==> config.mk <==
export PLATFORM = sky130hd
export DESIGN_NAME = fcs_cell
export DESIGN_NICKNAME = d
export VERILOG_FILES = /design/src/fixed_point_cosine_stream_assert.svh /design/src/fcs_pkg.sv /design/src/fcs_cell.sv
export SDC_FILE = /design/constraint.sdc
export NUM_CORES = 1
export LEC_CHECK = 0
export BUFFER_PORTS_ARGS = -buffer_cell sky130_fd_sc_hd__clkbuf_2
export CAP_MARGIN = 20
export CORE_MARGIN = 4
export CORE_UTILIZATION = 57
export CTS_BUF_LIST = sky130_fd_sc_hd__clkbuf_2
export CTS_CLUSTER_DIAMETER = 100
export DETAILED_ROUTE_END_ITERATION = 12
export HOLD_SLACK_MARGIN = 0.08
export PLACE_DENSITY = 0.94
export SYNTH_ARGS = -nofsm -noshare
export SYNTH_HDL_FRONTEND = slang
export SYNTH_SLANG_ARGS = --single-unit
==> constraint.sdc <==
create_clock -name clk -period 1.3 [get_ports clk]
set_clock_uncertainty 0.2 [all_clocks]
set_input_delay 0.065 -clock clk [delete_from_list [all_inputs] [get_ports clk]]
set_output_delay 0.065 -clock clk [all_outputs]
set_load 0.05 [all_outputs]
==> src/fixed_point_cosine_stream_assert.svh <==
// ----------------------------------------------------------------------------
// Fixed-point cosine stream: assertion macros
// Concurrent checks clocked on clk and disabled while rst_n is low.
// ----------------------------------------------------------------------------
`ifndef FIXED_POINT_COSINE_STREAM_ASSERT_SVH
`define FIXED_POINT_COSINE_STREAM_ASSERT_SVH

// Same-cycle implication.
`define FCS_ASSERT_IMPLY(label, ante, cons, msg) \
    label: assert property (@(posedge clk) disable iff (!rst_n) (ante) |-> (cons)) \
        else $error(msg);

// Next-cycle implication.
`define FCS_ASSERT_NEXT(label, ante, cons, msg) \
    label: assert property (@(posedge clk) disable iff (!rst_n) (ante) |=> (cons)) \
        else $error(msg);

`endif

==> src/fcs_pkg.sv <==
// ----------------------------------------------------------------------------
// Fixed-point cosine stream: package
// Widths, CORDIC constants, arctangent table and shared types.
// ----------------------------------------------------------------------------
package fcs_pkg;

    localparam int SAMPLE_W = 16;
    localparam int FRAC_W   = 4;
    localparam int XY_W     = 33;
    localparam int Z_W      = 32;
    localparam int SUM_W    = 63;
    localparam int T_W      = 48;
    localparam int Q_W      = T_W - 30;

    localparam int CORDIC_STAGES_DEF = 18;
    localparam int MAX_STAGES        = 32;

    // round(2^48 / (2*pi)), split for two narrow multipliers
    localparam logic [45:0] PHASE_SCALE = 46'd44798133900177;
    localparam logic [22:0] PS_HI       = PHASE_SCALE[45:23];
    localparam logic [22:0] PS_LO       = PHASE_SCALE[22:0];

    localparam logic signed [XY_W-1:0] CORDIC_X0 = 33'sd652032875;
    localparam logic signed [Z_W-1:0]  Z_QUARTER = 32'sd1073741824;
    localparam logic signed [Z_W-1:0]  Z_HALF    = 32'sh8000_0000;

    localparam logic signed [T_W-1:0] T_HALF  = 48'sd536870912;
    localparam logic signed [T_W-1:0] T_ROUND = 48'sd1073741823;

    localparam logic signed [SAMPLE_W-1:0] COS_MAX = 16'sh7FFF;
    localparam logic signed [SAMPLE_W-1:0] COS_MIN = 16'sh8000;

    // atan(2^-i) in units of 2^-32 turn
    localparam logic [Z_W-1:0] ATAN_TURNS [MAX_STAGES] = '{
        32'd536870912, 32'd316933406, 32'd167458907, 32'd85004756,
        32'd42667331,  32'd21354465,  32'd10679838,  32'd5340245,
        32'd2670163,   32'd1335087,   32'd667544,    32'd333772,
        32'd166886,    32'd83443,     32'd41722,     32'd20861,
        32'd10430,     32'd5215,      32'd2608,      32'd1304,
        32'd652,       32'd326,       32'd163,       32'd81,
        32'd41,        32'd20,        32'd10,        32'd5,
        32'd3,         32'd1,         32'd1,         32'd0
    };

    typedef enum logic [0:0] {
        REG_INPUT_FRAC  = 1'b0,
        REG_OUTPUT_FRAC = 1'b1
    } fcs_reg_t;

    // Control travelling alongside each pipeline stage
    typedef struct packed {
        logic valid;
        logic neg;
        logic last;
    } fcs_tag_t;

endpackage

==> src/fcs_cell.sv <==
// ----------------------------------------------------------------------------
// Fixed-point cosine stream: CORDIC cell
// One rotation-mode micro-rotation by atan(2^-IDX), registered.
// ----------------------------------------------------------------------------
module fcs_cell
    import fcs_pkg::*;
#(
    parameter int IDX = 0
)
(
    input  logic                   clk,
    input  logic                   rst_n,
    input  logic                   advance,
    input  fcs_tag_t               tag_prev,
    input  logic signed [XY_W-1:0] x_prev,
    input  logic signed [XY_W-1:0] y_prev,
    input  logic signed [Z_W-1:0]  z_prev,
    output fcs_tag_t               tag,
    output logic signed [XY_W-1:0] x,
    output logic signed [XY_W-1:0] y,
    output logic signed [Z_W-1:0]  z
);

    localparam logic signed [Z_W-1:0] ANGLE = $signed(ATAN_TURNS[IDX]);

    fcs_tag_t               tag_reg;
    logic signed [XY_W-1:0] x_reg, y_reg, x_next, y_next;
    logic signed [Z_W-1:0]  z_reg, z_next;
    logic signed [XY_W-1:0] dx, dy;

    always_comb
    begin
        dx = y_prev >>> IDX;
        dy = x_prev >>> IDX;
        if (z_prev >= 0)
        begin
            x_next = x_prev - dx;
            y_next = y_prev + dy;
            z_next = z_prev - ANGLE;
        end
        else
        begin
            x_next = x_prev + dx;
            y_next = y_prev - dy;
            z_next = z_prev + ANGLE;
        end
    end

    always_ff @(posedge clk or negedge rst_n)
    begin
        if (!rst_n)
        begin
            tag_reg <= '0;
        end
        else if (advance)
        begin
            tag_reg <= tag_prev;
        end
    end

    always_ff @(posedge clk)
    begin
        if (advance)
        begin
            x_reg <= x_next;
            y_reg <= y_next;
            z_reg <= z_next;
        end
    end

    assign tag = tag_reg;
    assign x   = x_reg;
    assign y   = y_reg;
    assign z   = z_reg;

endmodule

==> results of run 1 <==
[synth_stat cells, types with 5 or more instances]
| master | count | area, sq um |
|---|---|---|
| a21oi_1 | 110 | 551 |
| inv_1 | 103 | 387 |
| edfxtp_1 | 97 | 2910 |
| ha_1 | 96 | 1200 |
| nor2_1 | 74 | 278 |
| o21ai_0 | 55 | 275 |
| xnor2_1 | 54 | 473 |
| nand2_1 | 46 | 173 |
| a21o_1 | 20 | 150 |
| clkbuf_1 | 19 | 71.3 |
| o21bai_1 | 18 | 135 |
| a211oi_1 | 16 | 120 |
| nor3_1 | 16 | 80.1 |
| mux2i_1 | 15 | 150 |
| nor2b_1 | 15 | 93.8 |
| buf_2 | 12 | 60.1 |
| nand2b_1 | 12 | 75.1 |
| nand3_1 | 12 | 60.1 |
| o211ai_1 | 12 | 90.1 |
| nand4_1 | 11 | 68.8 |
| buf_1 | 10 | 37.5 |
| o31ai_1 | 10 | 75.1 |
| a31oi_1 | 8 | 50.1 |
| o21a_1 | 8 | 60.1 |
| o22ai_1 | 7 | 43.8 |
| xor2_1 | 7 | 61.3 |
| nor4_1 | 5 | 31.3 |
| o2111ai_1 | 5 | 43.8 |
| o221ai_1 | 5 | 43.8 |
| o41ai_1 | 5 | 43.8 |
| or3_1 | 5 | 31.3 |
[metrics by stage]
stage / worst slack, ns / std cells / hold WS (ns)
detailed placement: -1.71 / 1672 / -0.325
floorplan: -1.26 / 981 / -0.431
global placement: -1.54 / 1672 / -0.339
[cells by family after synthesis]
logic type	after synthesis	synth area share
adders and majority gates	100	0.144
DFF	100	0.336
xor gates and xnor gates	61	0.0601
buffers and inverters	151	0.0686
AOI/OAI and AO/OA	326	0.246
and+or+nand+nor	225	0.125
muxes	18	0.0207
==> impl_metrics.toml, run 1 <==
[placement]
gp_congestion = 1.11
postPlaceCellArea_sq_um = 12900
port_buffers = 204
dp_hpwl_um = 30600

[clock_tree]
cts.repair.resized = 433
cts_setup_buffers = 48
cts_root_buffer = "clkbuf_2"
htree_levels = 3
cts_hold_buf = 100
numCtsBuffers = 9
cts_num_sinks = 100
clockBufferDepth = 2

[synth]
synthCells = 981
synth_edf_count = 97
synthesis.area_sq_um = 8890
async_flop_share = 0.0300
syn_area_per_cell_sq_um = 9.06
ys_seq_area_frac = 0.336
yosysWarnings = 0
synth_seq_cells = 100
synthFlopType = "edfxtp_1"
syn_nets = 1185
synthDistinctLibCells = 83

[outcome]
outcome = "did not finish"
lastStage = "clock tree synthesis"
first-error = "[ERROR DPL-0038] Utilization greater than 100%, impossible to legalize"

[floorplanning]
ios = 205
initial_utilization = 0.583
die_h_um = 133
die_w_um = 133
rows = 45
==> run 2: changes to the inputs <==
Settings changed: CORE_UTILIZATION 57 to 40, CTS_BUF_LIST sky130_fd_sc_hd__clkbuf_2 to unset, CTS_CLUSTER_DIAMETER 100 to unset, HOLD_SLACK_MARGIN 0.08 to unset, PLACE_DENSITY 0.94 to unset, PLACE_DENSITY_LB_ADDON set to 0.15.
==> run 2 against run 1 <==
The flow now finishes, with violations (setup timing). Area after synthesis is the same. Synthesized cell count unchanged.
==> impl_metrics.toml, run 2 <==
[synth]
synthFlopType = "edfxtp_1"
synthCells = 981
yosysTopAreaCell = "edfxtp_1"
yosysWarnings = 0
ys_seq_area_frac = 0.336
synth_top_area_frac = 0.328
synth_seq_cells = 100
yosysMostFrequentCell = "a21oi_1"
synthesis.area_sq_um = 8890
synth_edf_count = 97
async_flop_share = 0.0300
syn_area_per_cell_sq_um = 9.06
synth_common_cells = "a21oi_1, inv_1, edfxtp_1"
syn_nets = 1185
synth_area_leaders = "edfxtp_1, ha_1, a21oi_1, xnor2_1, inv_1"
synthDistinctLibCells = 83

[worst_setup_path]
r2r_end = "tag[0]"
r2r_setup_slack_ns = 0.36
r2r_cells = 1
crit_chain = "buf_12 -> inv_12 -> ha_4 -> buf_6 -> inv_8 -> a2111oi_4 -> a2111oi_4 -> buf_4 -> o21ai_4 -> o31ai_4 -> a2111o_1 -> a32oi_2 -> xor2_1"
startpoint = "x_prev[6]"
worstSetupPathType = "primary input to register"
crit_path_max_incr_delay_ns = 0.42
cp_slowest_cell = "a2111o_1"
cp_num_buf_inv = 5
endpoint_kind = "register"
r2r_start = "tag[0]"
cp.arrival_ns = 2.43
crit_family = "compound AO/OA/AOI/OAI gates"
critPathRequiredTime_ns = 1.20
start_kind = "primary input"
worst-path-max-fanout = 5
cpMostUsedCell = "a2111oi_4"

[worst_hold_path]
hold_path_depth = 3
hold_path.class = "primary input to register"
worstHoldStart = "y_prev[1]"
hold_end = "x[1]"

[clock_tree]
cts_root_buffer = "clkbuf_16"
numCtsBuffers = 9
clockBufferDepth = 2
cts_tree = "done"
clkLatencyLatePin_ns = 0.36
htree_levels = 3
cts_num_sinks = 100
path_clk_slew_ns = 0.07

[route]
drt-total-wl_um = 36000
vias_per_cell = 5.34
wl_per_cell_um = 19.4
firstDrtPassIters = 5
postRouteAntennaNets = 0
num_vias = 9916
drc = 0
drt_iter0_markers = 658

[timing]
whs_ns = 0.0470
tightest_slew_ns = 0.629
fin_ws_ns = -1.23
slew_headroom = 0.580
drv_slew = 0
layout_min_cycle_time_ns = 2.53
clock.fmax_ghz = 0.396
rsz0062_at_grt = "yes"
hold_violations = 0
setup_viol = 63
period_share = 1.94

[placement]
port_buffers = 204
dp_hpwl_um = 26800
postPlaceCellArea_sq_um = 13000
gp_congestion = 0.965

[pwr]
seq_power_share = 0.276
power.internal_uw = 9050
p_comb_frac = 0.545
p_leak_uw = 0.00717
switching_share = 0.421
p_clk_frac = 0.180
switchingPower_uw = 6570
p_per_area_nw_per_um2 = 969
peakVddDrop_mv = 0.595

[outcome]
outcome = "finished, violations left"
violations = "setup timing"

[cells_and_area]
n_fill_cell = 1623
drive_above_1_share = 0.565
antenna-diode-count = 0
fin_area_sq_um = 16100
layout_commonest_cell = "buf_4"
largest_reg_flops = 33
final_nets = 1776
layout_common_cells = "buf_4, clkbuf_2, edfxtp_1, inv_1, ha_1"
synthToLayoutAreaGrowth_pct = 81.3

[floorplanning]
ios = 205
die_h_um = 157
core_area_sq_um = 21800
initial_utilization = 0.407
floorplan.die_area_sq_um = 24700
die_w_um = 157
rows = 54

[grt]
grt_max_degree = 43
antenna_found_initial = 0
grt_pass1_vias = 9735
grt_pass1_wl_um = 52900
track_usage = 0.273
grt_remaining_overflow = 0

[run]
cap_violations = 0
==> run 2: cell counts after synthesis <==
No cell type changed its count.
==> run 2: per-layer routing <==
metal,vias to the layer above,part of all wire,GRT usage
li1,4741,-,-
met1,4804,0.44,0.373
met2,329,0.48,0.464
met3,42,0.057,0.0368
met4,0,0.018,0.0574
met5,-,0,0
==> run 2: timing repair <==
action / CTS / global route
setup buffers: 36 / 40
pin swaps: 113 / 133
endpoints found under the setup margin: 73 / 74
endpoints found under the hold margin: 43 / 0
hold buffers: 40 / 0
gates resized for setup: 259 / 186
==> run 2: logic make-up after synthesis <==
| logic type | after synthesis | synth area share |
|---|---|---|
| buffers and inverters | 151 | 0.0686 |
| muxes | 18 | 0.0207 |
| adders and majority gates | 100 | 0.144 |
| DFF | 100 | 0.336 |
| AOI/OAI and AO/OA | 326 | 0.246 |
| xor gates and xnor gates | 61 | 0.0601 |
| and+or+nand+nor | 225 | 0.125 |
==> run 2: power by group through the flow <==
stage                     logic (uW)  registers (uW)  clock network, uW
after floorplan                 2580            5930                  0
after global placement          6760            4350                  0
after detailed placement        6780            4370                  0
after CTS                       7810            4300               2830
after global routing            8940            4350               2940
final                           8510            4310               2810
==> run 2: cell type report <==
type                       count  area [sq um]  area share
multi-input combinational    730          7060       0.438
timing repair buffer         625          4960       0.308
sequential                   100          2990       0.185
inverter                     106           478      0.0297
tap                          280           350      0.0217
clock buffer                  10           229      0.0142
clock inverter                 6          52.6     0.00326
==> run 2: how the worst max path moves through the flow <==
stage,end,slack [ns],depth (start not counted)
floorplan,y[32],-1.26,10
global placement,y[31],-1.74,13
detailed placement,y[31],-1.70,13
CTS,y[31],-1.12,12
global route,y[31],-1.30,13
finish,x[31],-1.23,13
==> run 2: worst min-delay path, cell delays in order <==
cell and delay (ns):
buf_8 0.10, fa_2 0.18, o21ai_0 0.08
==> run 2: per-stage QoR <==
step | worst slack (ns) | power [uW] | utilization | cells | setup TNS, ns
finish | -1.23 | 15600 | 0.739 | 1857 | -53.17
CTS | -1.12 | 14900 | 0.696 | 1825 | -48.28
detailed placement | -1.70 | 11100 | 0.594 | 1734 | -77.06
global route | -1.30 | 16200 | 0.739 | 1857 | -56.98
global placement | -1.74 | 11100 | 0.594 | 1734 | -76.89
floorplan | -1.26 | 8510 | - | 981 | -46.11
Note: power is estimated with default switching activity, not from simulation.
==> run 3: changes to the inputs <==
Settings changed: CORE_ASPECT_RATIO set to 2, SETUP_SLACK_MARGIN set to 0.05.
==> run 3 against run 2 <==
Via count rose by 6.6%. Sequential share of layout area is 0.82 points lower. Global-route usage is 4.7 points higher. The flow finishes with violations (hold timing, setup timing). Register-to-register slack worse by 0.03 ns. Largest cell class unchanged. Sequential power barely moved.
==> impl_metrics.toml, run 3 (synthesized netlist as in run 2, its figures left out) <==
[outcome]
outcome = "finished, violations left"
violations = "hold timing, setup timing"

[clock_tree]
clockBufferDepth = 2
cts_root_buffer = "clkbuf_16"
numCtsBuffers = 9
path_clk_slew_ns = 0.08
clkLatencyLatePin_ns = 0.36
cts_tree = "done"
cts_num_sinks = 100
htree_levels = 3

[timing]
drv_slew = 0
setup_tns_ns = -56.48
fin_ws_ns = -1.27
clock.fmax_ghz = 0.390
rsz0062_at_grt = "yes"
slew_headroom = 0.583
tightest_slew_ns = 0.622
setup_viol = 64
whs_ns = -0.0603
layout_min_cycle_time_ns = 2.57
hold_violations = 8
period_share = 1.97

[floorplanning]
initial_utilization = 0.410
die_w_um = 113
die_h_um = 219
floorplan.die_area_sq_um = 24800
ios = 205
core_area_sq_um = 21700
rows = 76

[worst_hold_path]
hold_path.class = "primary input to register"

[cells_and_area]
multiInputGateArea_sq_um = 7180
layout_commonest_cell = "buf_4"
final_nets = 1829
seq_area_sq_um = 2990
fin_cells = 1902
n_fill_cell = 1480
layout_common_cells = "buf_4, edfxtp_1, clkbuf_2, inv_1, buf_6"
drive_above_1_share = 0.587
largest_reg_flops = 33
final_core_util = 0.778
antenna-diode-count = 0
synthToLayoutAreaGrowth_pct = 89.7

[worst_setup_path]
endpoint_kind = "register"
cp.arrival_ns = 2.49
worst-path-max-fanout = 3
r2r_end = "tag[2]"
worstSetupPathType = "primary input to register"
crit_path_end = "x[16]"
r2r_cells = 1
r2r_start = "tag[2]"
critPathRequiredTime_ns = 1.23
r2r_setup_slack_ns = 0.33
start_kind = "primary input"
startpoint = "x_prev[0]"

[pwr]
peakVddDrop_mv = 1.23
p_leak_uw = 0.00749
p_per_area_nw_per_um2 = 968

[route]
drc = 0
postRouteAntennaNets = 0
drt_iter0_markers = 557
wl_per_cell_um = 22.2
firstDrtPassIters = 5
vias_per_cell = 5.56
drt-total-wl_um = 42300
num_vias = 10574

[grt]
grt_remaining_overflow = 0
grt_pass1_vias = 10965
grt_pass1_wl_um = 59700
track_usage = 0.319
antenna_found_initial = 0
grt_max_degree = 22

[placement]
gp_congestion = 1.03
dp_hpwl_um = 32100
port_buffers = 204
place_inst = 1779

[run]
cap_violations = 0
[run 3: cell types whose count changed in the layout (fill, tap and decap cells not counted), sizes merged]
| cell | before | now |
|---|---|---|
| dlygate4sd3 | 40 | 38 |
| inv | 108 | 107 |
| buf | 412 | 506 |
| bufinv | 0 | 1 |
| clkbuf | 183 | 143 |
[run 3: how the worst min path moves through the flow]
stage / startpoint / endpoint / cells after the start
floorplan: rst_n / tag[0] / 0
global placement: rst_n / tag[2] / 1
detailed placement: rst_n / tag[2] / 1
CTS: y_prev[0] / x[0] / 3
global route: advance / x[21] / 1
finish: advance / z[24] / 1
[run 3: worst max-delay path, cell delays in order]
cell and delay, ns:
clkbuf_16 0.13, buf_12 0.12, buf_12 0.12, inv_12 0.04, ha_4 0.12, fa_2 0.19, nand2b_4 0.15, a21oi_4 0.07
and4b_2 0.34, o21ai_4 0.09, buf_6 0.16, a311oi_4 0.49, buf_4 0.22, a21oi_4 0.04, xnor2_1 0.12
[run 3: through the flow]
stage          cell area [sq um]  hold WS, ns  setup slack (ns)  total power [uW]
5_1_grt                    16900      -0.0592             -1.38             16900
3_5_place_dp               13400       -0.331             -1.81             11400
3_3_place_gp               13400       -0.336             -1.78             11400
2_1_floorplan               9510       -0.431             -1.26              8520
4_1_cts                    15600       -0.100             -1.22             15400
6_report                   16900      -0.0603             -1.27             16300
[run 3: final cells by class]
class,instances,area share
Timing Repair Buffer,678,0.331
Multi-Input combinational cell,730,0.426
Clock buffer,9,0.0134
Inverter,106,0.0279
Clock inverter,6,0.00423
Tap cell,273,0.0203
Sequential cell,100,0.177
[run 3: routing by layer]
metal / vias to the layer above / part of all wire / global-route usage
met4: 0 / 0.10 / 0.249
met2: 448 / 0.56 / 0.649
met5: - / 0 / 0
met1: 5065 / 0.29 / 0.258
li1: 4839 / - / -
met3: 222 / 0.046 / 0.0472
[run 3: power breakdown]
| part | total, uW | internal [uW] | switching (uW) |
|---|---|---|---|
| Combinational | 9190 | 3980 | 5210 |
| Sequential | 4310 | 4140 | 177 |
| Clock | 2820 | 1500 | 1320 |
| Total | 16300 | 9620 | 6700 |
[run 3: timing repair]
action	4_1_cts	5_1_grt
hold buffers	38	1
gates resized for setup	305	267
setup buffers	30	52
endpoints found under the hold margin	49	10
endpoints found under the setup margin	140	119
pin swaps	101	112
