<file path="src/fixed_point_cosine_stream_assert.svh">
// ----------------------------------------------------------------------------
// Fixed-point cosine stream: assertion macros
// Concurrent checks clocked on clk and disabled while rst_n is low.
// ----------------------------------------------------------------------------
`ifndef FIXED_POINT_COSINE_STREAM_ASSERT_SVH
`define FIXED_POINT_COSINE_STREAM_ASSERT_SVH

// Same-cycle implication.
`define FCS_ASSERT_IMPLY(label, ante, cons, msg) \
    label: assert property (@(posedge clk) disable iff (!rst_n) (ante) |-> (cons)) \
        else $error(msg);

// Next-cycle implication.
`define FCS_ASSERT_NEXT(label, ante, cons, msg) \
    label: assert property (@(posedge clk) disable iff (!rst_n) (ante) |=> (cons)) \
        else $error(msg);

`endif

</file>
<file path="src/fcs_pkg.sv">
// ----------------------------------------------------------------------------
// Fixed-point cosine stream: package
// Widths, CORDIC constants, arctangent table and shared types.
// ----------------------------------------------------------------------------
package fcs_pkg;

    localparam int SAMPLE_W = 16;
    localparam int FRAC_W   = 4;
    localparam int XY_W     = 33;
    localparam int Z_W      = 32;
    localparam int SUM_W    = 63;
    localparam int T_W      = 48;
    localparam int Q_W      = T_W - 30;

    localparam int CORDIC_STAGES_DEF = 18;
    localparam int MAX_STAGES        = 32;

    // round(2^48 / (2*pi)), split for two narrow multipliers
    localparam logic [45:0] PHASE_SCALE = 46'd44798133900177;
    localparam logic [22:0] PS_HI       = PHASE_SCALE[45:23];
    localparam logic [22:0] PS_LO       = PHASE_SCALE[22:0];

    localparam logic signed [XY_W-1:0] CORDIC_X0 = 33'sd652032875;
    localparam logic signed [Z_W-1:0]  Z_QUARTER = 32'sd1073741824;
    localparam logic signed [Z_W-1:0]  Z_HALF    = 32'sh8000_0000;

    localparam logic signed [T_W-1:0] T_HALF  = 48'sd536870912;
    localparam logic signed [T_W-1:0] T_ROUND = 48'sd1073741823;

    localparam logic signed [SAMPLE_W-1:0] COS_MAX = 16'sh7FFF;
    localparam logic signed [SAMPLE_W-1:0] COS_MIN = 16'sh8000;

    // atan(2^-i) in units of 2^-32 turn
    localparam logic [Z_W-1:0] ATAN_TURNS [MAX_STAGES] = '{
        32'd536870912, 32'd316933406, 32'd167458907, 32'd85004756,
        32'd42667331,  32'd21354465,  32'd10679838,  32'd5340245,
        32'd2670163,   32'd1335087,   32'd667544,    32'd333772,
        32'd166886,    32'd83443,     32'd41722,     32'd20861,
        32'd10430,     32'd5215,      32'd2608,      32'd1304,
        32'd652,       32'd326,       32'd163,       32'd81,
        32'd41,        32'd20,        32'd10,        32'd5,
        32'd3,         32'd1,         32'd1,         32'd0
    };

    typedef enum logic [0:0] {
        REG_INPUT_FRAC  = 1'b0,
        REG_OUTPUT_FRAC = 1'b1
    } fcs_reg_t;

    // Control travelling alongside each pipeline stage
    typedef struct packed {
        logic valid;
        logic neg;
        logic last;
    } fcs_tag_t;

endpackage

</file>
<file path="src/fcs_phase.sv">
// ----------------------------------------------------------------------------
// Fixed-point cosine stream: phase front end
// Converts the sample to a 32-bit phase (one turn = 2^32) in three stages
// and folds it into a quarter turn either side of zero.
// ----------------------------------------------------------------------------
module fcs_phase
    import fcs_pkg::*;
(
    input  logic                       clk,
    input  logic                       rst_n,
    input  logic                       advance,
    input  logic                       take,
    input  logic signed [SAMPLE_W-1:0] sample,
    input  logic                       last_in,
    input  logic        [FRAC_W-1:0]   in_frac,
    output fcs_tag_t                   tag,
    output logic signed [Z_W-1:0]      z
);

`include "fixed_point_cosine_stream_assert.svh"

    fcs_tag_t                 mul_tag_reg, sum_tag_reg, tag_reg;
    fcs_tag_t                 mul_tag_next, sum_tag_next, tag_next;
    logic signed [39:0]       p_hi_reg, p_lo_reg, p_hi_next, p_lo_next;
    logic        [SUM_W-1:0]  sum_reg, sum_next;
    logic signed [Z_W-1:0]    z_reg, z_next;
    logic                     neg_next;
    logic        [4:0]        shift;
    logic        [SUM_W-1:0]  round_bit;
    logic signed [Z_W-1:0]    phase;

    assign shift     = 5'(in_frac) + 5'd16;
    assign round_bit = SUM_W'(1) << (shift - 5'd1);

    always_comb
    begin
        p_hi_next = 40'(sample * $signed({1'b0, PS_HI}));
        p_lo_next = 40'(sample * $signed({1'b0, PS_LO}));
        sum_next  = SUM_W'((SUM_W'(p_hi_reg) << 23) + SUM_W'(p_lo_reg) + round_bit);
        phase     = Z_W'(sum_reg >> shift);

        // Past a quarter turn either side: move half a turn toward zero and flip the sign later
        priority if (phase > Z_QUARTER)
        begin
            z_next   = phase - Z_HALF;
            neg_next = 1'b1;
        end
        else if (phase < -Z_QUARTER)
        begin
            z_next   = phase + Z_HALF;
            neg_next = 1'b1;
        end
        else
        begin
            z_next   = phase;
            neg_next = 1'b0;
        end

        mul_tag_next = '{valid: take, neg: 1'b0, last: last_in};
        sum_tag_next = mul_tag_reg;
        tag_next     = '{valid: sum_tag_reg.valid, neg: neg_next, last: sum_tag_reg.last};
    end

    always_ff @(posedge clk or negedge rst_n)
    begin
        if (!rst_n)
        begin
            mul_tag_reg <= '0;
            sum_tag_reg <= '0;
            tag_reg     <= '0;
        end
        else if (advance)
        begin
            mul_tag_reg <= mul_tag_next;
            sum_tag_reg <= sum_tag_next;
            tag_reg     <= tag_next;
        end
    end

    always_ff @(posedge clk)
    begin
        if (advance)
        begin
            p_hi_reg <= p_hi_next;
            p_lo_reg <= p_lo_next;
            sum_reg  <= sum_next;
            z_reg    <= z_next;
        end
    end

    assign tag = tag_reg;
    assign z   = z_reg;

    `FCS_ASSERT_IMPLY(fold_range_a, tag_reg.valid,
        (z_reg <= Z_QUARTER) && (z_reg >= -Z_QUARTER),
        "folded phase outside a quarter turn")

endmodule

</file>
<file path="config.mk">
export PLATFORM = sky130hd
export DESIGN_NAME = fcs_phase
export DESIGN_NICKNAME = d
export VERILOG_FILES = /design/src/fcs_pkg.sv /design/src/fcs_phase.sv
export VERILOG_INCLUDE_DIRS = /design/src /design/src/src
export SDC_FILE = /design/constraint.sdc
export NUM_CORES = 1
export LEC_CHECK = 0
export ABC_AREA = 0
export BUFFER_PORTS_ARGS = -buffer_cell sky130_fd_sc_hd__buf_2
export CORE_MARGIN = 2
export CORE_UTILIZATION = 35
export DETAILED_ROUTE_END_ITERATION = 8
export PLACE_DENSITY_LB_ADDON = 0.08
export RECOVER_POWER = 100
export SLEW_MARGIN = 10
export SYNTH_ARGS = -nofsm -noshare
export SYNTH_HDL_FRONTEND = slang
export SYNTH_SLANG_ARGS = --single-unit
</file>
<file path="constraint.sdc">
create_clock -name clk -period 6.95 [get_ports clk]
set_clock_uncertainty 0.05 [all_clocks]
set_input_delay 1.39 -clock clk [delete_from_list [all_inputs] [get_ports clk]]
set_output_delay 1.39 -clock clk [all_outputs]
set_load 0.01 [all_outputs]
</file>
==> impl_metrics.tcl, run 1 <==
set metrics [dict create \
    wl_per_cell_um 19.2 \
    avgSynthCellArea_um2 10.3 \
    yosys-top-cells-area "ha_1 (22%), edfxtp_1 (21%), fa_1 (19%)" \
    die_area_mm2 0.0654 \
    yosys_register_bits 162 \
    routabilityCongestion 0.918 \
    grt_pass1_vias 16829 \
    via_per_inst 4.94 \
    setup_viol 0 \
    crit_fanout 5 \
    core_area_mm2 0.0629 \
    fin_area_mm2 0.0250 \
    violations "capacitance limit, slew limit" \
    crit_type "in2reg" \
    crit_chain "clkbuf_1 -> fa_1 -> ha_2 -> inv_1 -> fa_1 -> fa_1 -> inv_1 -> fa_1 -> inv_1 -> fa_1 -> inv_1 -> ha_1 -> and2_1 -> a221oi_1 -> o21ai_0 -> a21oi_1 -> o41ai_1 -> buf_4 -> a211o_1 -> a41oi_2 -> buf_4 -> o311ai_0" \
    io_pins 60 \
    path_clk_slew_ns 0.07 \
    numPortBuffers 59 \
    setup_ws_ns 0.189 \
    worst_slew_pin_slew_ns 3.95 \
    synth_most_common_cell "ha_1" \
    place_area_mm2 0.0246 \
    ys_warn_count 0 \
    die_height_um 256 \
    n_fill_cell 6355 \
    async_flop_share_pct 4.32 \
    period_minus_slack_ns 6.76 \
    slew_viol_final 153 \
    ys.flop_type "edfxtp_1" \
    antennaDiodeCount 0 \
    syn_inst 2152 \
    slew_headroom_pct -163 \
    grt_pass1_wl_um 97000 \
    critical_path.startpoint_type "input pin" \
    area_delta_synth_final_pct 12.9 \
    rsz0062_at_grt "false" \
    nNetsFinal 2990 \
    hold_class "reg2reg" \
    arrival_ns 6.89 \
    grt_max_degree 73 \
    pre_cts_slack_ns -0.358 \
    synth-edff-count 155 \
    max_freq_ghz 0.148 \
    finalWirelength_um 61600 \
    required_ns 7.07 \
    synth_area_leader_cell "ha_1" \
    ys_types 71 \
    post-route-period-util_pct 97.3 \
    htreeDepth 4 \
    crit_top_cell "fa_1" \
    multi_input_area_mm2 0.0158 \
    initial_core_util_pct 35.3 \
    syn-cell-area_mm2 0.0222 \
    overflow 0 \
    seq_area_mm2 0.00483 \
    status "finished, violations left" \
    drt_iter0_drc 582 \
    cp-end-kind "flip-flop" \
    antenna_found_initial 0 \
    drc_errors 0 \
    grtUsageTotal_pct 19.0 \
    drv_cap 3 \
    cts_buffer_depth 2 \
    cts_tree "built" \
    ys_seq_area_share_pct 21.8 \
    hold_viol_final 0 \
    cts_inserted_buffers 17 \
    cts.sinks 162 \
    insertion_delay_ns 0.45 \
    core.rowCount 92 \
    largest_reg_flops 47 \
    ys_top_cells_by_count "ha_1 (395), inv_1 (365), fa_1 (214)" \
    synth_top_cell_area_share_pct 22.3 \
    slowest_stage "fa_1" \
    dp_hpwl_um 53900 \
    slowest_delay_ns 0.68 \
    layout-drive-gt1-share_pct 10.6 \
    first_pass_iters 6 \
    final_core_util_pct 39.8 \
    vias 15890 \
    cts_root_buf "clkbuf_16" \
    final_antenna_net_count 0 \
    fp.dieW_um 256 \
]
==> metrics by stage <==
| step | hold WS, ns | TNS [ns] | instances |
|---|---|---|---|
| 4_1_cts | 0.458 | 0 | 3214 |
| 3_5_place_dp | 0.442 | -4.22 | 3182 |
| 5_1_grt | 0.478 | 0 | 3215 |
| 2_1_floorplan | 0.425 | 0 | 2164 |
| 3_3_place_gp | 0.435 | -3.55 | 3182 |
| 6_report | 0.459 | 0 | 3215 |
==> worst max-delay path: cells and delay by family <==
family | cells | cell delay, ns
and+or+nand+nor | 1 | 0.16
buffers and inverters | 7 | 0.69
AOI/OAI and AO/OA | 7 | 1.43
adders and majority gates | 7 | 3.20
==> logic make-up after synthesis <==
logic type               after synthesis  share of synthesized area, %
other                                  1                        0.0169
buffers and inverters                413                          7.15
XOR/XNOR                             106                          4.19
AND/OR/NAND/NOR                      370                          7.99
multiplexers                          92                          5.82
adder cells (fa/ha/maj)              609                          41.6
AO/OA/AOI/OAI                        399                          11.5
flip-flops                           162                          21.8
==> routing by layer <==
| metal | vias up | global-route usage [%] | wire (µm) |
|---|---|---|---|
| met3 | 64 | 1.17 | 1050 |
| li1 | 7870 | - | - |
| met2 | 249 | 32.5 | 29300 |
| met5 | - | 0 | 0 |
| met1 | 7707 | 25.9 | 29500 |
| met4 | 0 | 5.96 | 1830 |
==> layout make-up <==
| class | count | area share, % |
|---|---|---|
| Multi-Input combinational cell | 1589 | 63.2 |
| Sequential cell | 162 | 19.3 |
| Inverter | 368 | 5.52 |
| Timing Repair Buffer | 218 | 5.49 |
| Tap cell | 846 | 4.23 |
| Clock buffer | 17 | 1.70 |
| Clock inverter | 15 | 0.585 |
==> worst paths after layout <==
| kind | to | startpoint | depth (start not counted) | slack (ns) |
|---|---|---|---|---|
| hold / removal | tag[2] | sum_tag_reg[2] | 1 | 0.46 |
| min in group asynchronous | tag[1] | rst_n | 1 | 0.78 |
| setup reg to reg | sum_reg[54] | p_lo_reg[39] | 11 | 2.61 |
| hold reg to reg | tag[2] | sum_tag_reg[2] | 1 | 0.46 |
| max in group asynchronous | mul_tag_reg[0] | rst_n | 1 | 5.81 |
| setup / recovery | p_lo_reg[39] | sample[1] | 22 | 0.19 |
==> placed cells by master, fill, tap and decap left out, types with 17 or more instances in the layout <==
| master | n |
|---|---|
| a21o_1 | 49 |
| ha_1 | 394 |
| nor2_1 | 87 |
| mux4_2 | 28 |
| o21bai_1 | 26 |
| buf_4 | 142 |
| a211oi_1 | 17 |
| xor2_1 | 31 |
| nand3_1 | 33 |
| nor3_1 | 21 |
| a21oi_1 | 140 |
| nor2b_1 | 18 |
| nand4_1 | 17 |
| fa_1 | 214 |
| clkbuf_16 | 17 |
| mux2i_1 | 49 |
| xnor2_1 | 75 |
| o21ai_0 | 61 |
| inv_1 | 365 |
| edfxtp_1 | 155 |
| a31oi_1 | 21 |
| nand2_1 | 114 |
| clkbuf_1 | 59 |
==> what timing repair did <==
| item | CTS | global route |
|---|---|---|
| hold buffers | 0 | 0 |
| resized for setup | 0 | 6 |
| setup endpoints to repair | 0 | 13 |
| setup buffers | 0 | 1 |
Power of run 1 is left out: the tool's default activity adds up to more than one toggle a clock period on the data nets, which glitch-free logic cannot reach.
==> run 2: changes to the inputs <==
MAX_ROUTING_LAYER = met4   (was unset)
==> impl_metrics.tcl, run 2 (synthesis gave the netlist of run 1 again) <==
set metrics [dict create \
    post-route-period-util_pct 96.8 \
    initial_core_util_pct 35.3 \
    cp-end-kind "flip-flop" \
    critical_path.startpoint_type "input pin" \
    hold_viol_final 0 \
    slowest_delay_ns 0.56 \
    final_antenna_net_count 0 \
    numPortBuffers 59 \
    via_per_inst 4.89 \
    crit_top_cell "fa_1" \
    core.rowCount 92 \
    cts_tree "built" \
    antenna_found_initial 0 \
    grtUsageTotal_pct 19.9 \
    antennaDiodeCount 0 \
    critPathTopFamily "adder cells" \
    core_area_mm2 0.0629 \
    critPathBufInv 8 \
    period_minus_slack_ns 6.73 \
    status "finished, violations left" \
    reg2reg_slack_ns 2.55 \
    crit_chain "buf_2 -> fa_1 -> inv_1 -> fa_1 -> fa_1 -> inv_1 -> fa_1 -> fa_1 -> inv_1 -> fa_1 -> inv_1 -> ha_1 -> buf_4 -> a211oi_1 -> o21ai_1 -> a21oi_2 -> o41ai_2 -> buf_4 -> a211o_1 -> a41oi_1 -> buf_4 -> o311ai_0" \
    max_freq_ghz 0.149 \
    fp.dieW_um 256 \
    overflow 0 \
    area_delta_synth_final_pct 13.1 \
    required_ns 7.07 \
    dp_hpwl_um 54500 \
    globalRouteMet1Util_pct 26.3 \
    cts_buffer_depth 2 \
    grt-busiest-layer "met2" \
    layout_commonest_cell "ha_1" \
    slowest_stage "fa_1" \
    crit_fanout 5 \
    gr-usage-met3_pct 1.12 \
    setup_tns_ns 0 \
    drc_errors 0 \
    r2r_start "p_lo_reg[39]" \
    grt_pass1_wl_um 98000 \
    cts_inserted_buffers 17 \
    finalWirelength_um 62400 \
    path_clk_slew_ns 0.06 \
    violations "capacitance limit, slew limit" \
    largest_reg_flops 47 \
    layout_common_cells "ha_1 (395), inv_1 (365), fa_1 (214)" \
    vias 15726 \
    die_height_um 256 \
    crit_type "in2reg" \
    grt_pass1_vias 16794 \
    worst_slew_pin_slew_ns 4.74 \
    slew_viol_final 146 \
    wl_per_cell_um 19.4 \
    htreeDepth 4 \
    first_pass_iters 5 \
    slew_headroom_pct -216 \
    arrival_ns 6.85 \
    cts.sinks 162 \
    drv_cap 2 \
    cts_setup_buffers 0 \
    cts_root_buf "clkbuf_16" \
    io_pins 60 \
    cp-startpoint "sample[6]" \
    die_area_mm2 0.0654 \
    insertion_delay_ns 0.45 \
    drt_iter0_drc 665 \
    routabilityCongestion 0.915 \
    setup_viol 0 \
    grtUsageMet2_pct 33.7 \
    hp-start "sum_tag_reg[0]" \
    hold_class "reg2reg" \
    nNetsFinal 2988 \
    grt_max_degree 110 \
    layout-drive-gt1-share_pct 10.8 \
]
## run 2: changes by cell type in the layout (fill, tap and decap cells not counted), sizes merged
cell / delta
clkinvlp: -1
clkinv: -2
bufinv: +3
clkbuf: -3
clkdlybuf4s15: +1
## run 2: cell type report
class	count	area, µm²
clock buffer	17	425
fill	6345	37800
tap	846	1060
sequential	162	4830
inverter	368	1380
timing repair buffer	216	1370
clock inverter	15	191
multi-input combinational	1589	15800
## run 2: path summary, 6_finish.rpt
check / end / depth (start not counted)
max: p_lo_reg[39] / 22
min: sum_tag_reg[0] / 1
max reg2reg: sum_reg[60] / 11
min reg2reg: sum_tag_reg[0] / 1
max in group asynchronous: mul_tag_reg[0] / 1
min in group asynchronous: tag[1] / 1
## run 2: per-layer routing
metal	part of all wire [%]	routed length, µm
met5	0	0
met4	1.9	1190
met3	1.5	957
met2	49	30400
met1	48	29900
## run 2: stage by stage
step                hold slack [ns]  area [µm²]  cells  utilization (%)  worst slack, ns
floorplan                     0.425       22200   2164                -          0.00467
global placement              0.431       24600   3181             39.1           -0.335
detailed placement            0.441       24600   3181             39.1           -0.328
CTS                           0.457       25200   3213             40.1            0.127
global route                  0.474       25100   3213             39.9         -0.00871
finish                        0.452       25100   3213             39.9            0.224
## run 2: repair_timing
action | CTS | global route
hold buffers | 0 | 0
gates resized for setup | 0 | 9
endpoints found under the setup margin | 0 | 14
Power of run 2 is left out for the same reason.
==> run 3: changes to the inputs <==
CORE_UTILIZATION = 40   (was 35)
==> impl_metrics.tcl, run 3 (synthesis gave the netlist of run 1 again) <==
set metrics [dict create \
    layout-drive-gt1-share_pct 10.9 \
    vias 15915 \
    place_area_mm2 0.0244 \
    setup_viol 0 \
    slowest_stage "fa_1" \
    nNetsFinal 2985 \
    initial_core_util_pct 40.3 \
    cts_tree "built" \
    drv_cap 2 \
    path_clk_slew_ns 0.07 \
    crit_chain "clkbuf_2 -> ha_1 -> inv_1 -> fa_1 -> inv_1 -> fa_1 -> fa_1 -> inv_1 -> fa_1 -> fa_1 -> inv_1 -> ha_1 -> a21o_1 -> a221oi_2 -> o21ai_1 -> a21oi_2 -> o41ai_1 -> buf_4 -> a211o_1 -> a41oi_1 -> buf_4 -> o311ai_0" \
    die_area_mm2 0.0574 \
    slew_viol_final 156 \
    antenna_found_initial 0 \
    period_minus_slack_ns 6.68 \
    critPathTopFamily "adder cells" \
    insertion_delay_ns 0.45 \
    core.rowCount 86 \
    post-route-period-util_pct 96.2 \
    setup_ws_ns 0.267 \
    finalWirelength_um 58800 \
    pre_cts_slack_ns -0.382 \
    critPathBufInv 7 \
    numPortBuffers 59 \
    cts_inserted_buffers 17 \
    largest_reg_flops 47 \
    grt_pass1_wl_um 93100 \
    core_area_mm2 0.0550 \
    slew_headroom_pct -253 \
    worst_slew_pin_slew_ns 5.29 \
    grtUsageTotal_pct 21.8 \
    required_ns 7.07 \
    crit_type "in2reg" \
    max_freq_ghz 0.150 \
    cts_root_buf "clkbuf_16" \
    critical_path.startpoint_type "input pin" \
    violations "capacitance limit, slew limit" \
    status "finished, violations left" \
    final_antenna_net_count 0 \
    crit_top_cell "fa_1" \
    drc_errors 0 \
    antennaDiodeCount 0 \
    cts_buffer_depth 2 \
    io_pins 60 \
    first_pass_iters 5 \
    dp_hpwl_um 51100 \
    fin_area_mm2 0.0249 \
    routabilityCongestion 0.955 \
    arrival_ns 6.81 \
    htreeDepth 4 \
    die_height_um 239 \
    drt_iter0_drc 726 \
    hold_class "reg2reg" \
    grt_pass1_vias 16625 \
    area_delta_synth_final_pct 12.3 \
    cp-end-kind "flip-flop" \
    overflow 0 \
    crit_fanout 5 \
    rsz0062_at_grt "false" \
    cts.sinks 162 \
    slowest_delay_ns 0.64 \
    grt_max_degree 103 \
    fp.dieW_um 239 \
    wl_per_cell_um 18.9 \
    hold_viol_final 0 \
    via_per_inst 5.11 \
    n_fill_cell 5263 \
    layout_common_cells "ha_1 (395), inv_1 (364), fa_1 (214)" \
    layout_commonest_cell "ha_1" \
]
-- run 3: changes by cell type in the layout (fill, tap and decap cells not counted), sizes merged --
cell / change
inv: +2
clkbuf: +1
clkdlybuf4s15: -1
clkinv: +1
bufinv: -3
buf: -3
-- run 3: what timing repair did --
item | CTS | global route
setup buffers | 0 | 1
hold buffers | 0 | 0
endpoints found under the setup margin | 0 | 13
resized for setup | 0 | 8
-- run 3: area by class of cell --
type                    instances  area (µm²)  share of cell area [%]
well taps                     748         936                    3.76
clock inverters                15         160                   0.643
multi-input cells            1589       15800                    63.6
clock buffers                  17         425                    1.71
repair buffers                213        1350                    5.40
inverters                     368        1380                    5.54
flip-flops and latches        162        4830                    19.4
-- run 3: worst paths after layout --
| path | start | end | slack, ns | depth (start not counted) |
|---|---|---|---|---|
| worst max-delay path | sample[10] | p_lo_reg[39] | 0.27 | 22 |
| worst min-delay path | tag[2] | tag[2] | 0.46 | 1 |
| worst max register to register | p_hi_reg[3] | sum_reg[60] | 2.69 | 11 |
| worst min register to register | tag[2] | tag[2] | 0.46 | 1 |
| max in group asynchronous | rst_n | mul_tag_reg[2] | 5.81 | 1 |
| min in group asynchronous | rst_n | sum_tag_reg[2] | 0.78 | 1 |
-- run 3: per-layer routing --
metal	share of wire, %	global-route usage, %	wire [µm]	vias up
li1	-	-	-	7863
met1	47	28.2	27900	7729
met2	47	36.2	27900	250
met3	2.2	1.83	1290	73
met4	3.0	6.86	1760	0
met5	0	-	0	-
-- run 3: metrics by stage --
stage	setup TNS (ns)	utilization, %	hold slack (ns)	instances
final	0	45.3	0.458	3112
after global routing	0	45.3	0.481	3112
after CTS	0	45.5	0.457	3111
after detailed placement	-4.69	44.4	0.441	3079
after global placement	-3.92	44.4	0.430	3079
after floorplan	0	-	0.425	2164
Power of run 3 is left out for the same reason.
