$ cat config.mk
export PLATFORM = sky130hd
export DESIGN_NAME = fcs_scale
export DESIGN_NICKNAME = d
export VERILOG_FILES = /design/src/fcs_pkg.sv /design/src/fcs_scale.sv
export VERILOG_INCLUDE_DIRS = /design/src /design/src/src
export SDC_FILE = /design/constraint.sdc
export NUM_CORES = 1
export LEC_CHECK = 0
export ABC_CLOCK_PERIOD_IN_PS = 2850
export BUFFER_PORTS_ARGS = -buffer_cell sky130_fd_sc_hd__buf_2
export CAP_MARGIN = 30
export CORE_ASPECT_RATIO = 1.75
export CORE_MARGIN = 4
export CORE_UTILIZATION = 45
export DETAILED_ROUTE_END_ITERATION = 8
export GPL_ROUTABILITY_DRIVEN = 1
export PLACE_DENSITY = 0.67
export SLEW_MARGIN = 30
export SYNTH_ARGS = -nofsm -noshare
export SYNTH_HDL_FRONTEND = slang
export SYNTH_SLANG_ARGS = --single-unit
$ cat constraint.sdc
create_clock -name clk -period 2.85 [get_ports clk]
set_input_delay 0.57 -clock clk [delete_from_list [all_inputs] [get_ports clk]]
set_output_delay 0.57 -clock clk [all_outputs]
set_load 0.02 [all_outputs]
$ cat src/fixed_point_cosine_stream_assert.svh
// ----------------------------------------------------------------------------
// Fixed-point cosine stream: assertion macros
// Concurrent checks clocked on clk and disabled while rst_n is low.
// ----------------------------------------------------------------------------
`ifndef FIXED_POINT_COSINE_STREAM_ASSERT_SVH
`define FIXED_POINT_COSINE_STREAM_ASSERT_SVH

// Same-cycle implication.
`define FCS_ASSERT_IMPLY(label, ante, cons, msg) \
    label: assert property (@(posedge clk) disable iff (!rst_n) (ante) |-> (cons)) \
        else $error(msg);

// Next-cycle implication.
`define FCS_ASSERT_NEXT(label, ante, cons, msg) \
    label: assert property (@(posedge clk) disable iff (!rst_n) (ante) |=> (cons)) \
        else $error(msg);

`endif

$ cat src/fcs_pkg.sv
// ----------------------------------------------------------------------------
// Fixed-point cosine stream: package
// Widths, CORDIC constants, arctangent table and shared types.
// ----------------------------------------------------------------------------
package fcs_pkg;

    localparam int SAMPLE_W = 16;
    localparam int FRAC_W   = 4;
    localparam int XY_W     = 33;
    localparam int Z_W      = 32;
    localparam int SUM_W    = 63;
    localparam int T_W      = 48;
    localparam int Q_W      = T_W - 30;

    localparam int CORDIC_STAGES_DEF = 18;
    localparam int MAX_STAGES        = 32;

    // round(2^48 / (2*pi)), split for two narrow multipliers
    localparam logic [45:0] PHASE_SCALE = 46'd44798133900177;
    localparam logic [22:0] PS_HI       = PHASE_SCALE[45:23];
    localparam logic [22:0] PS_LO       = PHASE_SCALE[22:0];

    localparam logic signed [XY_W-1:0] CORDIC_X0 = 33'sd652032875;
    localparam logic signed [Z_W-1:0]  Z_QUARTER = 32'sd1073741824;
    localparam logic signed [Z_W-1:0]  Z_HALF    = 32'sh8000_0000;

    localparam logic signed [T_W-1:0] T_HALF  = 48'sd536870912;
    localparam logic signed [T_W-1:0] T_ROUND = 48'sd1073741823;

    localparam logic signed [SAMPLE_W-1:0] COS_MAX = 16'sh7FFF;
    localparam logic signed [SAMPLE_W-1:0] COS_MIN = 16'sh8000;

    // atan(2^-i) in units of 2^-32 turn
    localparam logic [Z_W-1:0] ATAN_TURNS [MAX_STAGES] = '{
        32'd536870912, 32'd316933406, 32'd167458907, 32'd85004756,
        32'd42667331,  32'd21354465,  32'd10679838,  32'd5340245,
        32'd2670163,   32'd1335087,   32'd667544,    32'd333772,
        32'd166886,    32'd83443,     32'd41722,     32'd20861,
        32'd10430,     32'd5215,      32'd2608,      32'd1304,
        32'd652,       32'd326,       32'd163,       32'd81,
        32'd41,        32'd20,        32'd10,        32'd5,
        32'd3,         32'd1,         32'd1,         32'd0
    };

    typedef enum logic [0:0] {
        REG_INPUT_FRAC  = 1'b0,
        REG_OUTPUT_FRAC = 1'b1
    } fcs_reg_t;

    // Control travelling alongside each pipeline stage
    typedef struct packed {
        logic valid;
        logic neg;
        logic last;
    } fcs_tag_t;

endpackage

$ cat src/fcs_scale.sv
// ----------------------------------------------------------------------------
// Fixed-point cosine stream: output scaling
// Applies the fold sign, scales by 2^output_frac_bits, adds half an LSB,
// truncates toward zero, saturates and holds the result register.
// ----------------------------------------------------------------------------
module fcs_scale
    import fcs_pkg::*;
(
    input  logic                       clk,
    input  logic                       rst_n,
    input  logic                       advance,
    input  fcs_tag_t                   tag_prev,
    input  logic signed [XY_W-1:0]     x_prev,
    input  logic        [FRAC_W-1:0]   out_frac,
    output logic                       valid,
    output logic signed [SAMPLE_W-1:0] cosine,
    output logic                       saturated,
    output logic                       last_out
);

`include "fixed_point_cosine_stream_assert.svh"

    fcs_tag_t                   t_tag_reg;
    logic signed [T_W-1:0]      t_reg, t_next;
    logic signed [XY_W-1:0]     x_signed;
    logic signed [T_W-1:0]      t_adj;
    logic signed [Q_W-1:0]      q;
    logic                       valid_reg, last_reg, sat_reg, sat_next;
    logic signed [SAMPLE_W-1:0] cos_reg, cos_next;

    always_comb
    begin
        x_signed = tag_prev.neg ? -x_prev : x_prev;
        t_next   = (T_W'(x_signed) <<< out_frac) + T_HALF;

        // Truncate toward zero: bias negative values before the floor shift
        t_adj = (t_reg < 0) ? t_reg + T_ROUND : t_reg;
        q     = Q_W'(t_adj >>> 30);

        priority if (q > Q_W'(COS_MAX))
        begin
            cos_next = COS_MAX;
            sat_next = 1'b1;
        end
        else if (q < Q_W'(COS_MIN))
        begin
            cos_next = COS_MIN;
            sat_next = 1'b1;
        end
        else
        begin
            cos_next = SAMPLE_W'(q);
            sat_next = 1'b0;
        end
    end

    always_ff @(posedge clk or negedge rst_n)
    begin
        if (!rst_n)
        begin
            t_tag_reg <= '0;
            valid_reg <= 1'b0;
        end
        else if (advance)
        begin
            t_tag_reg <= tag_prev;
            valid_reg <= t_tag_reg.valid;
        end
    end

    always_ff @(posedge clk)
    begin
        if (advance)
        begin
            t_reg    <= t_next;
            cos_reg  <= cos_next;
            sat_reg  <= sat_next;
            last_reg <= t_tag_reg.last;
        end
    end

    assign valid     = valid_reg;
    assign cosine    = cos_reg;
    assign saturated = sat_reg;
    assign last_out  = last_reg;

    `FCS_ASSERT_NEXT(scale_move_a, t_tag_reg.valid && advance, valid_reg, "item lost between scaling and result register")

endmodule

==> results.json, run 1 <==
{
  "synth-seq-area-share_pct": 31.95,
  "drive_above_1_share_pct": 42.33,
  "min_path_type": "primary input to async pin",
  "synth_area_mm2": 0.006437,
  "dr.pass1.iters": 6,
  "status": "complete, but fails checks",
  "final_cell_mix": "237 x buf_4, 86 x nand2_1, 72 x nor2_1",
  "slew_headroom_pct": 41.66,
  "grt_setup_unrepaired": "yes",
  "fin_hold_ws_ps": 26.75,
  "syn_to_final_growth_pct": 49.62,
  "first_global_vias": 7486,
  "io_buffers": 61,
  "fmax_mhz": 252.1,
  "path_buf_inv": 3,
  "die_w_um": 98.41,
  "netlist_instances": 781,
  "worstSkewPairLatency_ps": 330,
  "crit_slowest_cell": "or4b_4",
  "hold_viol_final": 0,
  "vias_per_cell": 6.074,
  "path_cells": "buf_8, inv_6, ha_4, or4b_4, nor4_4, buf_4, a21oi_4, o41ai_4, o31ai_4, a221oi_2, a221o_1, and3b_2, or4b_4, or4_1, a31oi_1",
  "async_flop_share_pct": 4.348,
  "place_hpwl_um": 18040,
  "reg2reg_depth": 11,
  "grt_first_pass_wirelength_um": 37000,
  "io_pins": 62,
  "nFillCells": 1169,
  "drc": 0,
  "core_area_mm2": 0.01398,
  "gp_congestion": 0.9785,
  "yosysTopAreaCellShare_pct": 30.79,
  "violations": "negative setup slack",
  "finalCritPeriodShare_pct": 139.2,
  "antenna_found_initial": 0,
  "drt-initial-drc-count": 427,
  "synth.area.top_cells": "edfxtp_1 31%, nand2_1 5.3%, mux2i_1 5.1%",
  "placed_area_mm2": 0.008626,
  "post-route-min-period_ps": 3967,
  "total_power_uw": 3776,
  "grt_max_degree": 70,
  "max_stage_delay_ps": 500,
  "endpoint_kind": "flop",
  "maxCapViolations": 0,
  "ys_types": 84,
  "yosys_warnings": 0,
  "cp_data_required_time_ps": 3030,
  "synth_largest_area_cell": "edfxtp_1",
  "ctsHoldBuffers": 0,
  "powerDensity_mw_per_mm2": 392.0,
  "nets": 1089,
  "wl_per_cell_um": 19.25,
  "p_leak_uw": 0.003872,
  "cp-start-kind": "primary input",
  "fin_area_mm2": 0.009632,
  "ctsRootBufferMaster": "clkbuf_16",
  "overflow": 0,
  "path_delay_family": "simple AND/OR/NAND/NOR gates",
  "diodes": 0,
  "track_usage_pct": 27.91,
  "cts_made_buffers": 9,
  "ys.flop_type": "edfxtp_1",
  "cp.depth": 15,
  "clock-sinks": 69,
  "placedCellCount": 1188,
  "clock_skew_ps": 7.593,
  "initial_core_util_pct": 46.05,
  "die_h_um": 166.2,
  "cts_tree": "built",
  "antenna_left": 0,
  "via_count": 7447,
  "syn-num-nets": 826,
  "largest_reg_flops": 48,
  "drv_slew": 0,
  "worstMarginPinSlew_ps": 873.3,
  "fin_cells": 1226,
  "crit_type": "primary input to flop",
  "clkTransAtPathRegs_ps": 50,
  "avgSynthCellArea_um2": 8.243,
  "synth_edf_count": 66,
  "cp_data_arrival_time_ps": 4140,
  "crit_fanout": 3,
  "setup-tns-final_ps": -17490,
  "path_common_cell": "or4b_4",
  "wl_um": 23600,
  "ir_drop_uv": 332.5,
  "clk_path_buf_depth": 2,
  "setup_viol": 28,
  "worst_slack_ps": -1117,
  "mostFrequentLayoutCell": "buf_4",
  "htreeDepth": 3,
  "fp.dieArea_mm2": 0.01636,
  "ys_seq_elements": 69,
  "rows": 57
}
-- cell families after synthesis --
kind of cell	after synthesis	synth area share [%]
AND/OR/NAND/NOR	309	24.12
buffers and inverters	80	4.859
AO/OA/AOI/OAI	223	23.91
XOR/XNOR	49	6.667
adder cells (fa/ha/maj)	2	0.3887
flip-flops	69	31.95
multiplexers	49	8.105
-- Yosys cell counts, types with 4 or more instances --
cell type and n:
nand2_1 91, nor2_1 77, edfxtp_1 66, o21ai_0 54
clkbuf_1 45, a21oi_1 40, mux2i_1 33, xnor2_1 25
nand3_1 24, nor3_1 24, xor2_1 24, inv_1 17
nor4_1 17, nand4_1 15, mux2_2 14, o211ai_1 12
o31ai_1 12, buf_1 11, o22ai_1 11, or3_1 10
a31oi_1 8, or4_1 8, o21a_1 7, o221ai_1 7
a211oi_1 6, o311ai_0 6, a211o_1 5, nand2b_1 5
nor2b_1 5, a22o_1 4, and3_1 4, buf_2 4
nand4b_1 4, o32a_1 4
-- path summary, 6_finish.rpt --
path	slack, ps	to	startpoint
setup reg to reg	250	cosine[10]	t_reg[22]
hold / removal	30	t_tag_reg[2]	rst_n
setup / recovery	-1120	t_reg[46]	x_prev[0]
max in group asynchronous	2710	valid	rst_n
hold reg to reg	470	last_out	t_tag_reg[0]
min in group clk	470	last_out	t_tag_reg[0]
-- per-stage QoR --
step | setup WS (ps) | utilization (%)
finish | -1117 | 68.90
floorplan | -1378 | -
detailed placement | -1602 | 61.71
CTS | -1086 | 65.89
global placement | -1589 | 61.71
global route | -1249 | 68.90
-- routing by layer --
metal | global-route usage, % | up-vias | share of wire (%)
li1 | - | 3508 | -
met1 | 27.46 | 3514 | 34
met2 | 52.23 | 311 | 53
met3 | 3.405 | 114 | 4.8
met4 | 19.92 | 0 | 8.0
met5 | 0 | - | 0
-- where the power goes --
part	internal [uW]	switching, uW
clock network	607	373
registers	1280	66.3
logic	667	782
total	2550	1220
-- worst reg2reg max path: stages, from the launching register on --
cell and delay (ps):
edfxtp_1 370, nor4_1 360, nand4_1 250, o2111ai_2 290, nor2_1 100, nand2_1 90, inv_1 40, nand4_1 110
nand2b_1 80, a21boi_0 210, buf_4 230, o21ai_0 150
-- timing repair --
item | in CTS | in global routing
pin swaps | 17 | 42
gates cloned | 0 | 0
setup endpoints to repair | 30 | 40
buffers inserted | 11 | 14
resized for setup | 55 | 73
-- area by class of cell --
type | instances | area [um^2] | share of cell area (%)
multi-input cells | 632 | 4677 | 48.56
repair buffers | 313 | 2320 | 24.08
flip-flops and latches | 69 | 2057 | 21.36
clock buffers | 13 | 250.2 | 2.598
well taps | 177 | 221.5 | 2.299
inverters | 19 | 91.34 | 0.9483
clock inverters | 3 | 15.01 | 0.1559
(Power assumes the default switching activity.)
==> run 2, diff against run 1 <==
ABC_AREA = 1   (was default)
ABC_CLOCK_PERIOD_IN_PS = 4030   (was 2850)
PLACE_DENSITY = 0.68   (was 0.67)
clock period = 4.03 ns   (was 2.85 ns; I/O delays follow)
==> results.json, run 2 <==
{
  "status": "completed",
  "antenna_found_initial": 0,
  "p_leak_uw": 0.003163,
  "clk_path_buf_depth": 2,
  "setup-tns-final_ps": 0,
  "initial_core_util_pct": 45.93,
  "drt-initial-drc-count": 276,
  "ctsRootBufferMaster": "clkbuf_16",
  "worstMarginPinSlew_ps": 684.3,
  "endpoint_kind": "flop",
  "clkTransAtPathRegs_ps": 60,
  "crit_type": "primary input to flop",
  "slew_headroom_pct": 54.38,
  "htreeDepth": 3,
  "cp_data_arrival_time_ps": 3290,
  "crit_fanout": 4,
  "yosys_warnings": 0,
  "synthSimpleGateAreaFrac_pct": 44.94,
  "r2r_slack_ps": 1290,
  "avgSynthCellArea_um2": 6.903,
  "final_util_pct": 51.30,
  "place_hpwl_um": 12210,
  "worstSkewPairLatency_ps": 330,
  "vias_per_cell": 5.172,
  "die_h_um": 163.0,
  "maxCapViolations": 0,
  "post-route-min-period_ps": 3206,
  "ys_seq_elements": 69,
  "seq_area_mm2": 0.002057,
  "drive_above_1_share_pct": 16.49,
  "clock-sinks": 69,
  "synth-seq-area-share_pct": 33.29,
  "mostFrequentLayoutCell": "nand2_1",
  "post-cts-setup-buffers": 0,
  "largest_reg_flops": 48,
  "first_global_vias": 5416,
  "synth_top_family_by_area": "simple AND/OR/NAND/NOR gates",
  "io_pins": 62,
  "via_count": 5793,
  "ys_types": 39,
  "grt_max_degree": 47,
  "drc": 0,
  "cp_data_required_time_ps": 4120,
  "async_flop_share_pct": 4.348,
  "syn-num-nets": 940,
  "final_cell_mix": "262 x nand2_1, 146 x nand3_1, 87 x nor2_1",
  "io_buffers": 61,
  "min_path_type": "primary input to async pin",
  "antenna_left": 0,
  "diodes": 0,
  "clock_skew_ps": 6.429,
  "synth_largest_area_cell": "edfxtp_1",
  "overflow": 0,
  "fp.dieArea_mm2": 0.01574,
  "ctsResizeCount": 0,
  "track_usage_pct": 19.84,
  "synth.area.top_cells": "edfxtp_1 32%, nand2_1 16%, nand3_1 12%",
  "dr.pass1.iters": 5,
  "ir_drop_uv": 178.1,
  "synth_compound_area_share_pct": 6.035,
  "netlist_instances": 895,
  "rows": 56,
  "grt_first_pass_wirelength_um": 24750,
  "ctsHoldBuffers": 0,
  "drv_slew": 0,
  "synth_area_mm2": 0.006178,
  "fmax_mhz": 311.9,
  "powerDensity_mw_per_mm2": 339.7,
  "synth_xor_area_share_pct": 4.800,
  "nFillCells": 1441,
  "muxShareOfSynthArea_pct": 3.098,
  "core_area_mm2": 0.01345,
  "die_w_um": 96.58,
  "grt_setup_unrepaired": "no",
  "cp-start-kind": "primary input",
  "yosysMostFrequentCell": "nand2_1",
  "synthAdderAreaFrac_pct": 0.4050,
  "synth_common_cells": "262 x nand2_1, 146 x nand3_1, 87 x nor2_1",
  "synth_edf_count": 66,
  "hold_viol_final": 0,
  "yosysTopAreaCellShare_pct": 32.08,
  "cts_made_buffers": 9,
  "cts_tree": "built",
  "gp_congestion": 0.9493,
  "syn_to_final_growth_pct": 11.71,
  "multi_input_area_mm2": 0.003662,
  "wl_um": 14650,
  "finalCritPeriodShare_pct": 79.56,
  "nets": 986,
  "wl_per_cell_um": 13.08,
  "ys.flop_type": "edfxtp_1",
  "fin_hold_ws_ps": 265.0,
  "setup_viol": 0
}
[run 2: final cells by class]
cell class	instances	area share (%)
inverter	74	4.025
sequential	69	29.80
multi-input combinational	716	53.06
clock buffer	9	3.263
timing repair buffer	71	5.511
clock inverter	7	1.178
tap	174	3.154
[run 2: cell families after synthesis]
logic type | Yosys count
mux | 19
xor+xnor | 33
fa+ha+maj | 2
compound gates | 71
flops | 69
buf+inv | 110
simple gates | 591
[run 2: worst max-delay path, cell delays in order]
cell and delay [ps]:
buf_2 130, nor2_1 180, nand2_1 100, nor2_1 260
nand2_1 80, nand2_1 190, xor2_1 200, nand2_1 90
nand2_1 90, nand2_1 60, nand3_1 120, nand2_1 90
nand2_1 90, nand2_2 90, ha_1 220, nand2_1 110
nor2_4 50, nand2_2 110, clkinv_1 90, nand3_1 90
nand2_1 50
[run 2: power by group]
group	internal, uW	switching, uW
logic	209	424
registers	896	32.7
clock network	487	296
[run 2: final timing paths]
path	from	to	cells after the start
setup / recovery	x_prev[7]	t_reg[45]	21
hold / removal	rst_n	valid	1
setup reg to reg	t_reg[0]	cosine[1]	11
hold reg to reg	t_tag_reg[0]	last_out	0
max in group asynchronous	rst_n	t_tag_reg[2]	1
min in group clk	t_tag_reg[0]	last_out	0
[run 2: per-layer routing]
metal | part of all wire [%] | track usage (%) | vias to the layer above | routed length, um
li1 | - | - | 3081 | -
met4 | 5.5 | 11.24 | 0 | 799
met2 | 55 | 37.58 | 138 | 8025
met5 | 0 | 0 | - | 0
met1 | 37 | 20.18 | 2526 | 5362
met3 | 3.2 | 2.080 | 48 | 465
[run 2: through the flow]
stage	setup WS [ps]	area [um^2]	std cells	power [uW]
after global placement	511.9	6595	1104	1571
after global routing	530.6	6902	1120	2492
after CTS	826.0	6902	1120	2367
final	823.8	6902	1120	2345
after detailed placement	473.7	6595	1104	1580
after floorplan	1005	6178	895	1406
==> run 3, diff against run 2 <==
ABC_CLOCK_PERIOD_IN_PS = 3100   (was 4030)
clock period = 3.1 ns   (was 4.03 ns; I/O delays follow)
==> results.json, run 3 (synthesis gave the netlist of run 2 again) <==
{
  "status": "completed",
  "drv_slew": 0,
  "wl_per_cell_um": 12.95,
  "grt_max_degree": 47,
  "gp_congestion": 0.9012,
  "antenna_left": 0,
  "finalCritPeriodShare_pct": 93.90,
  "post-route-min-period_ps": 2911,
  "core_area_mm2": 0.01345,
  "final_cell_mix": "261 x nand2_1, 140 x nand3_1, 89 x buf_4",
  "clk_path_buf_depth": 2,
  "drt-initial-drc-count": 252,
  "fp.dieArea_mm2": 0.01574,
  "setup-tns-final_ps": 0,
  "rows": 56,
  "wl_um": 15570,
  "cts_tree": "built",
  "dr.pass1.iters": 5,
  "hold_viol_final": 0,
  "nets": 1068,
  "total_power_uw": 3303,
  "via_count": 6215,
  "min_path_type": "primary input to async pin",
  "cts_made_buffers": 9,
  "place_hpwl_um": 12850,
  "endpoint_kind": "flop",
  "initial_core_util_pct": 45.93,
  "cp_data_required_time_ps": 3170,
  "first_global_vias": 5809,
  "grt_first_pass_wirelength_um": 25480,
  "io_pins": 62,
  "r2r_slack_ps": 620,
  "cp_data_arrival_time_ps": 2990,
  "p_leak_uw": 0.003587,
  "placed_area_mm2": 0.007221,
  "htreeDepth": 3,
  "fin_hold_ws_ps": 81.82,
  "cp-start-kind": "primary input",
  "antenna_found_initial": 0,
  "fin_cells": 1202,
  "drive_above_1_share_pct": 24.32,
  "ir_drop_uv": 277.3,
  "placedCellCount": 1184,
  "largest_reg_flops": 48,
  "io_buffers": 61,
  "drc": 0,
  "clock_skew_ps": 4.825,
  "powerDensity_mw_per_mm2": 432.2,
  "clkTransAtPathRegs_ps": 50,
  "die_h_um": 163.0,
  "syn_to_final_growth_pct": 23.71,
  "fmax_mhz": 343.5,
  "slew_headroom_pct": 53.17,
  "track_usage_pct": 20.44,
  "worstSkewPairLatency_ps": 320,
  "clock-sinks": 69,
  "worstMarginPinSlew_ps": 702.4,
  "diodes": 0,
  "die_w_um": 96.58,
  "setup_viol": 0,
  "vias_per_cell": 5.171,
  "maxCapViolations": 0,
  "fin_area_mm2": 0.007644,
  "ctsRootBufferMaster": "clkbuf_16",
  "crit_fanout": 5,
  "overflow": 0,
  "crit_type": "primary input to flop",
  "mostFrequentLayoutCell": "nand2_1"
}
==> run 3: cell count changes in the layout (fill, tap and decap cells not counted), moves of 2 or more <==
cell,previous run,this run
nor2_2,7,11
inv_6,3,1
buf_12,0,2
buf_4,10,89
nor2_1,87,83
nand3_2,20,26
bufinv_16,1,3
nand3_1,146,140
==> run 3: timing repair <==
item                                    in CTS  in global routing
resized for setup                            0                 15
endpoints found under the setup margin       0                 11
setup buffers                                0                  1
hold buffers                                 0                  0
hold endpoints to repair                     0                  0
==> run 3: power by group <==
part	switching, uW	internal [uW]	total (uW)
combinational	582	365	947
sequential	41.8	1170	1210
clock	361	788	1150
==> run 3: cell type report <==
class | count | area (um^2)
multi-input combinational | 717 | 3730
sequential | 69 | 2057
clock buffer | 9 | 225.2
tap | 174 | 217.7
clock inverter | 7 | 122.6
timing repair buffer | 152 | 1013
inverter | 74 | 277.8
fill | 1367 | 5809
==> run 3: routing by layer <==
layer	track usage (%)	vias up	wire, um
met5	0	-	0
met2	40.60	152	8912
met3	1.433	45	416
met4	11.62	0	777
met1	19.46	2771	5458
li1	-	3247	-
==> run 3: worst paths after layout <==
| kind | start | end | cells after the start |
|---|---|---|---|
| max in group asynchronous | rst_n | t_tag_reg[2] | 1 |
| worst max register to register | t_reg[1] | cosine[7] | 12 |
| worst min register to register | t_tag_reg[0] | last_out | 0 |
| min in group clk | t_tag_reg[0] | last_out | 0 |
| worst max-delay path | x_prev[18] | t_reg[45] | 18 |
| worst min-delay path | rst_n | t_tag_reg[0] | 1 |
==> run 3: critical path, cell delays in order <==
cell and delay [ps]:
buf_2 110, nor2_1 170, nand2_1 200, o21ai_4 300, nand4_2 140, nand3_1 140
nand3_1 150, nand3_2 120, nand3_1 140, nand2_2 130, ha_1 180, nand2_1 100
nor2_4 140, nand2_2 110, clkinv_1 70, nand2_1 50, nand2_1 60, nand2_1 50
==> run 3: stage by stage <==
step | util, % | worst slack (ps)
global placement | 53.67 | -152.6
detailed placement | 53.67 | -198.9
finish | 56.82 | 189.0
floorplan | - | 261.0
CTS | 56.26 | 143.2
global route | 56.82 | -9.134
